File: src/design/askc_ram.sv
// Generic simple dual-port RAM with one write port and one registered read port.
`default_nettype none
module askc_ram #(
  parameter int WIDTH = 8,
  parameter int DEPTH = 16
) (
  input  wire logic                     clk,
  input  wire logic                     we,
  input  wire logic [$clog2(DEPTH)-1:0] waddr,
  input  wire logic [WIDTH-1:0]         wdata,
  input  wire logic                     re,
  input  wire logic [$clog2(DEPTH)-1:0] raddr,
  output      logic [WIDTH-1:0]         rdata
);

  logic [WIDTH-1:0] mem [DEPTH];

  // Write and registered read
  always_ff @(posedge clk) begin
    if (we) mem[waddr] <= wdata;
    if (re) rdata <= mem[raddr];
  end

endmodule
`default_nettype wire

File: config.mk
export PLATFORM = sky130hd
export DESIGN_NAME = askc_ram
export DESIGN_NICKNAME = d
export VERILOG_FILES = /design/src/design/askc_ram.sv
export SDC_FILE = /design/constraint.sdc
export NUM_CORES = 1
export LEC_CHECK = 0
export BUFFER_PORTS_ARGS = -buffer_cell sky130_fd_sc_hd__buf_2
export CAP_MARGIN = 10
export CORE_MARGIN = 2
export CORE_UTILIZATION = 29
export CTS_BUF_LIST = sky130_fd_sc_hd__clkbuf_4 sky130_fd_sc_hd__clkbuf_8
export CTS_CLUSTER_SIZE = 40
export DETAILED_ROUTE_END_ITERATION = 6
export PLACE_DENSITY_LB_ADDON = 0.3
export SYNTH_ARGS = -nofsm -noshare
export SYNTH_HDL_FRONTEND = slang
export SYNTH_SLANG_ARGS = --single-unit
File: constraint.sdc
create_clock -name clk -period 2.7 [get_ports clk]
set_input_delay 0.81 -clock clk [delete_from_list [all_inputs] [get_ports clk]]
set_output_delay 0.81 -clock clk [all_outputs]
set_load 0.05 [all_outputs]
==> flow_summary.yaml, run 1 <==
status:
  status: "finished, final reports clean"
global_route:
  grt_max_degree: 33
  antenna_found_initial: 0
  grt_pass1_wl_mm: 16.6
  grt_pass1_vias: 2603
  overflow: 0
  grt_usage_pct: 12.0
drt:
  first_pass_iters: 4
  drt_iter0_drc: 200
  ant_nets: 0
  vias_per_cell: 4.67
  wire_per_inst_um: 20.7
  wl_mm: 10.8
  vias: 2449
  route.detailed.drc: 0
timing:
  setup-violations-final: 0
  slew_violations: 0
  relSlewSlack_pct: 68.0
  skew_ps: 6.63
  finalCritPeriodShare_pct: 75.7
  fmax_ghz: 0.489
  tightest_slew_ps: 480
  finalHoldViolCount: 0
  min_period_ps: 2040
  tns_ps: 0
  rsz0062_at_grt: "no"
setup_path:
  worstSetupStartpointType: "input port"
  criticalPathCategory: "in -> reg"
  cp-end-kind: "flip-flop"
  cp.arrival_ps: 2210
  cp_data_required_time_ps: 2860
  path_max_fanout: 13
floorplanning:
  die_area_um2: 19100
  design.core.area_um2: 17800
  boundaryPins: 27
  rows: 49
  start_util_pct: 29.3
  die_x_um: 138
  die_h_um: 138
cells_and_area:
  stdcell_count: 524
  fin_area_um2: 6080
  nFillCells: 1676
  mostFrequentLayoutCells: "136 x edfxtp_1, 26 x buf_2, 20 x buf_4"
  num-nets-final: 306
  area_growth_pct: 16.3
  antenna_cells: 0
  drive_above_1_share_pct: 31.2
  final_common_cell: "edfxtp_1"
pwr:
  p_total_w: 0.00402
  ir_worst_vdd_uv: 361
  power.density_nw_per_um2: 661
  p_leak_nw: 2.01
yosys:
  synth_cells: 229
  avgSynthCellArea_um2: 22.8
  yosysUniqueCellTypes: 18
  synth_nets: 248
  yosysWarnings: 0
  ys_seq_area_share_pct: 78.1
  ys_ff_latch: 136
  synth_area_um2: 5230
cts:
  numCtsBuffers: 17
  root_buffer: "clkbuf_8"
  cts_resized: 0
  cts_hold_buf: 0
  cts.sinks: 136
  cts_htree_levels: 4
  tritoncts: "done"
  cts.path.max_buffers: 2
  clk_pin_slew_ps: 60
  insertion_delay_ps: 420
  post_cts_buffers: 0
placement:
  portBuffers: 26
  gp_congestion: 0.717
  dp_cells: 497
  dpl-instance-area_um2: 5770
  dp.final_hpwl_mm: 7.14
run:
  drv_cap: 0
worst_hold_path:
  hp-class: "reg -> reg"
[worst max-delay path, stage by stage]
cell and delay (ps):
buf_2 240, buf_12 200, mux4_1 630, a22oi_1 220, nand2_1 90
[layout make-up]
class / instances / area (um^2) / share of cell area [%]
multi-input combinational: 83 / 1060 / 17.4
sequential: 136 / 4080 / 67.2
clock buffer: 19 / 249 / 4.10
tap: 229 / 287 / 4.71
clock inverter: 8 / 61.3 / 1.01
timing repair buffer: 49 / 340 / 5.60
[cell families after synthesis]
kind of cell,Yosys count,synth area share [%]
buffers and inverters,10,1.65
muxes,32,14.8
AOI/OAI and AO/OA,16,2.30
DFF,136,78.1
and+or+nand+nor,35,3.14
[power breakdown]
part           internal [W]  switching, W
sequential          0.00238     0.0000134
clock              0.000704      0.000665
combinational     0.0000982      0.000163
total               0.00318      0.000841
[state kept, by name, summed over array words and instances, names as in the netlist]
signal and count:
mem 128, rdata 8
[per-layer routing]
metal / track usage, % / part of all wire, %
met4: 3.44 / 1.0
met1: 17.2 / 46
met5: 0 / 0
met2: 17.9 / 47
met3: 3.81 / 6.1
[cell usage after synthesis]
master,n,area share [%]
a22oi_1,16,2.3
and2_1,1,0.12
and2b_1,1,0.14
buf_2,3,0.29
buf_4,1,0.14
buf_6,3,0.65
clkdlybuf4s25_2,3,0.57
edfxtp_1,136,78
mux4_1,14,7.0
mux4_2,18,7.8
nand2_1,9,0.65
nand2b_1,2,0.24
nand3_1,1,0.096
nand3b_1,2,0.29
nor2_1,13,0.93
nor2b_1,1,0.12
nor3_1,4,0.38
or3b_2,1,0.17
[stage by stage]
stage	hold slack (ps)	utilization [%]	worst slack, ps
2_1_floorplan	705	-	397
3_3_place_gp	729	32.3	229
3_5_place_dp	738	32.3	211
4_1_cts	740	34.1	682
5_1_grt	755	34.1	592
6_report	744	34.1	656
[worst paths after layout]
path / from / endpoint / slack [ps] / cells past startpoint
worst max register to register: mem[7][4] / rdata[4] / 1090 / 3
worst min register to register: mem[12][6] / rdata[6] / 740 / 3
worst max-delay path: raddr[0] / rdata[1] / 660 / 5
worst min-delay path: mem[12][6] / rdata[6] / 740 / 3
Note: power is estimated with default switching activity, not from simulation.
==> run 2: changes to the inputs <==
ABC_AREA = 1   (was not set)
clock period = 2.06 ns   (was 2.7 ns; I/O delays follow)
==> run 2 against run 1 <==
Against the previous run: clock power increased by 61%; largest cell class unchanged; wire length increased by 27%; global-route usage increased by 1.5 points; highest routed layer unchanged; utilization increased by 0.31 points.
==> flow_summary.yaml, run 2 <==
drt:
  first_pass_iters: 5
  wl_mm: 13.7
  vias_per_cell: 4.33
  drt_iter0_drc: 371
  vias: 3778
  route.detailed.drc: 0
  ant_nets: 0
  wire_per_inst_um: 15.7
yosys:
  synth_top_cell_by_area: "edfxtp_1"
  ys_seq_area_share_pct: 69.8
  synth_cells: 551
  yosysWarnings: 0
  yosysMostFrequentCell: "nand2_1"
  synth_flop_cell: "edfxtp_1"
  synth_top_area_share_pct: 69.8
  netlist_top_cells_count: "173 x nand2_1, 136 x edfxtp_1, 100 x inv_1"
  avgSynthCellArea_um2: 10.6
  synthArstFlopShare_pct: 0
  synth_area_um2: 5850
  synth_edf_count: 136
  yosysUniqueCellTypes: 11
  ys_ff_latch: 136
  synthTopCellsByArea: "edfxtp_1 70%, nand2_1 11%, nand3_1 8.3%"
  synth_nets: 570
global_route:
  grt_pass1_vias: 3739
  grt_pass1_wl_mm: 21.6
  antenna_found_initial: 0
  grt_usage_pct: 13.6
  grt_max_degree: 43
  overflow: 0
pwr:
  ir_worst_vdd_uv: 411
  p_leak_nw: 2.86
  clockPowerShare_pct: 38.2
  p_comb_share_pct: 7.4
  sw_frac_of_total_pct: 23.0
  p_switching_w: 0.00133
  p_int_w: 0.00444
  p_total_w: 0.00577
  power.density_nw_per_um2: 853
  seqPwrFrac_pct: 54.4
floorplanning:
  die_area_um2: 21300
  boundaryPins: 27
  rows: 51
  design.core.area_um2: 19700
  start_util_pct: 29.7
  die_h_um: 146
  die_x_um: 146
run:
  drv_cap: 0
timing:
  fmax_ghz: 0.569
  tns_ps: 0
  setup-violations-final: 0
  tightest_slew_ps: 635
  slew_violations: 0
  min_period_ps: 1760
  finalCritPeriodShare_pct: 85.4
  relSlewSlack_pct: 57.6
  finalHoldViolCount: 0
  rsz0062_at_grt: "no"
  skew_ps: 9.12
setup_path:
  reg2reg_slack_ps: 900
  cpLargestDelayFamily: "flip-flops"
  worstSetupStartpoint: "rdata[4]"
  r2r_end: "rdata[5]"
  cp.arrival_ps: 1140
  criticalPathCategory: "reg -> out"
  cp-end-kind: "output pin"
  cpPeakStageDelay_ps: 410
  cp.buffers_inverters: 1
  worstSetupStartpointType: "flip-flop"
  cp_cell_sequence: "buf_2"
  rr_startpoint: "mem[9][5]"
  cp_slowest_cell: "edfxtp_1"
  cp_data_required_time_ps: 1440
  path_max_fanout: 1
  r2r_cells: 6
cts:
  clk_pin_slew_ps: 80
  cts_hold_buf: 0
  root_buffer: "clkbuf_8"
  numCtsBuffers: 17
  cts.sinks: 136
  tritoncts: "done"
  cts_htree_levels: 4
  cts.path.max_buffers: 2
  post_cts_buffers: 0
  cts_resized: 0
  insertion_delay_ps: 450
placement:
  dp_cells: 841
  portBuffers: 26
  dp.final_hpwl_mm: 8.72
  dpl-instance-area_um2: 6350
  gp_congestion: 0.785
cells_and_area:
  final_common_cell: "nand2_1"
  mostFrequentLayoutCells: "173 x nand2_1, 136 x edfxtp_1, 100 x inv_1"
  fin_area_um2: 6760
  reg_top3: "mem (128), rdata (8)"
  largest_reg_flops: 128
  antenna_cells: 0
  stdcell_count: 873
  regMostFlops: "mem"
  final_util_pct: 34.4
  area_growth_pct: 15.6
  drive_above_1_share_pct: 13.3
  num-nets-final: 614
status:
  status: "finished, final reports clean"
worst_hold_path:
  hold_depth: 1
  min_to: "rdata[5]"
  hp-start: "re"
  hp-class: "in -> reg"
## run 2: cell types whose count changed in the layout (fill, tap and decap cells not counted), moves of 14 or more
cell	change
a22oi_1	-16
inv_1	+100
mux4_1	-14
mux4_2	-18
nand2_1	+164
nand3_1	+96
## run 2: area by class of cell
type / instances / area, um^2
clock buffer: 19 / 249
clock inverter: 13 / 155
fill: 2042 / 12900
inverter: 102 / 383
multi-input combinational: 289 / 1210
sequential: 136 / 4080
tap: 265 / 332
timing repair buffer: 49 / 340
## run 2: through the flow
| step | setup WS [ps] | hold slack (ps) |
|---|---|---|
| final | 301 | 553 |
| after detailed placement | 156 | 752 |
| after global routing | 271 | 539 |
| after floorplan | 491 | 683 |
| after global placement | 203 | 750 |
| after CTS | 277 | 522 |
## run 2: kinds of logic (layout without fill, tap and decap cells)
family        Yosys count  after routing  synth area share (%)
flops                 136            136                  69.8
simple gates          289            289                  20.8
buf+inv               126            183                  9.39
## run 2: how the worst max path moves through the flow
stage / to / slack [ps] / cells past startpoint
detailed placement: rdata[5] / 160 / 6
floorplan: mem[10][0] / 490 / 2
global placement: rdata[5] / 200 / 6
CTS: rdata[4] / 280 / 1
global route: rdata[6] / 270 / 1
finish: rdata[4] / 300 / 1
## run 2: layer usage
layer / global-route usage, % / vias to the layer above / share of wire, %
met5: 0 / - / 0
met4: 5.15 / 0 / 0.80
met3: 3.23 / 6 / 5.0
met2: 20.2 / 89 / 46
met1: 19.3 / 1820 / 48
li1: - / 1863 / -
## run 2: power by group through the flow
stage                     logic, W  registers [W]  clock network [W]
after floorplan           0.000219        0.00324                  0
after global placement    0.000430        0.00320                  0
after detailed placement  0.000435        0.00320                  0
after CTS                 0.000437        0.00314            0.00226
after global routing      0.000475        0.00314            0.00238
final                     0.000429        0.00314            0.00220
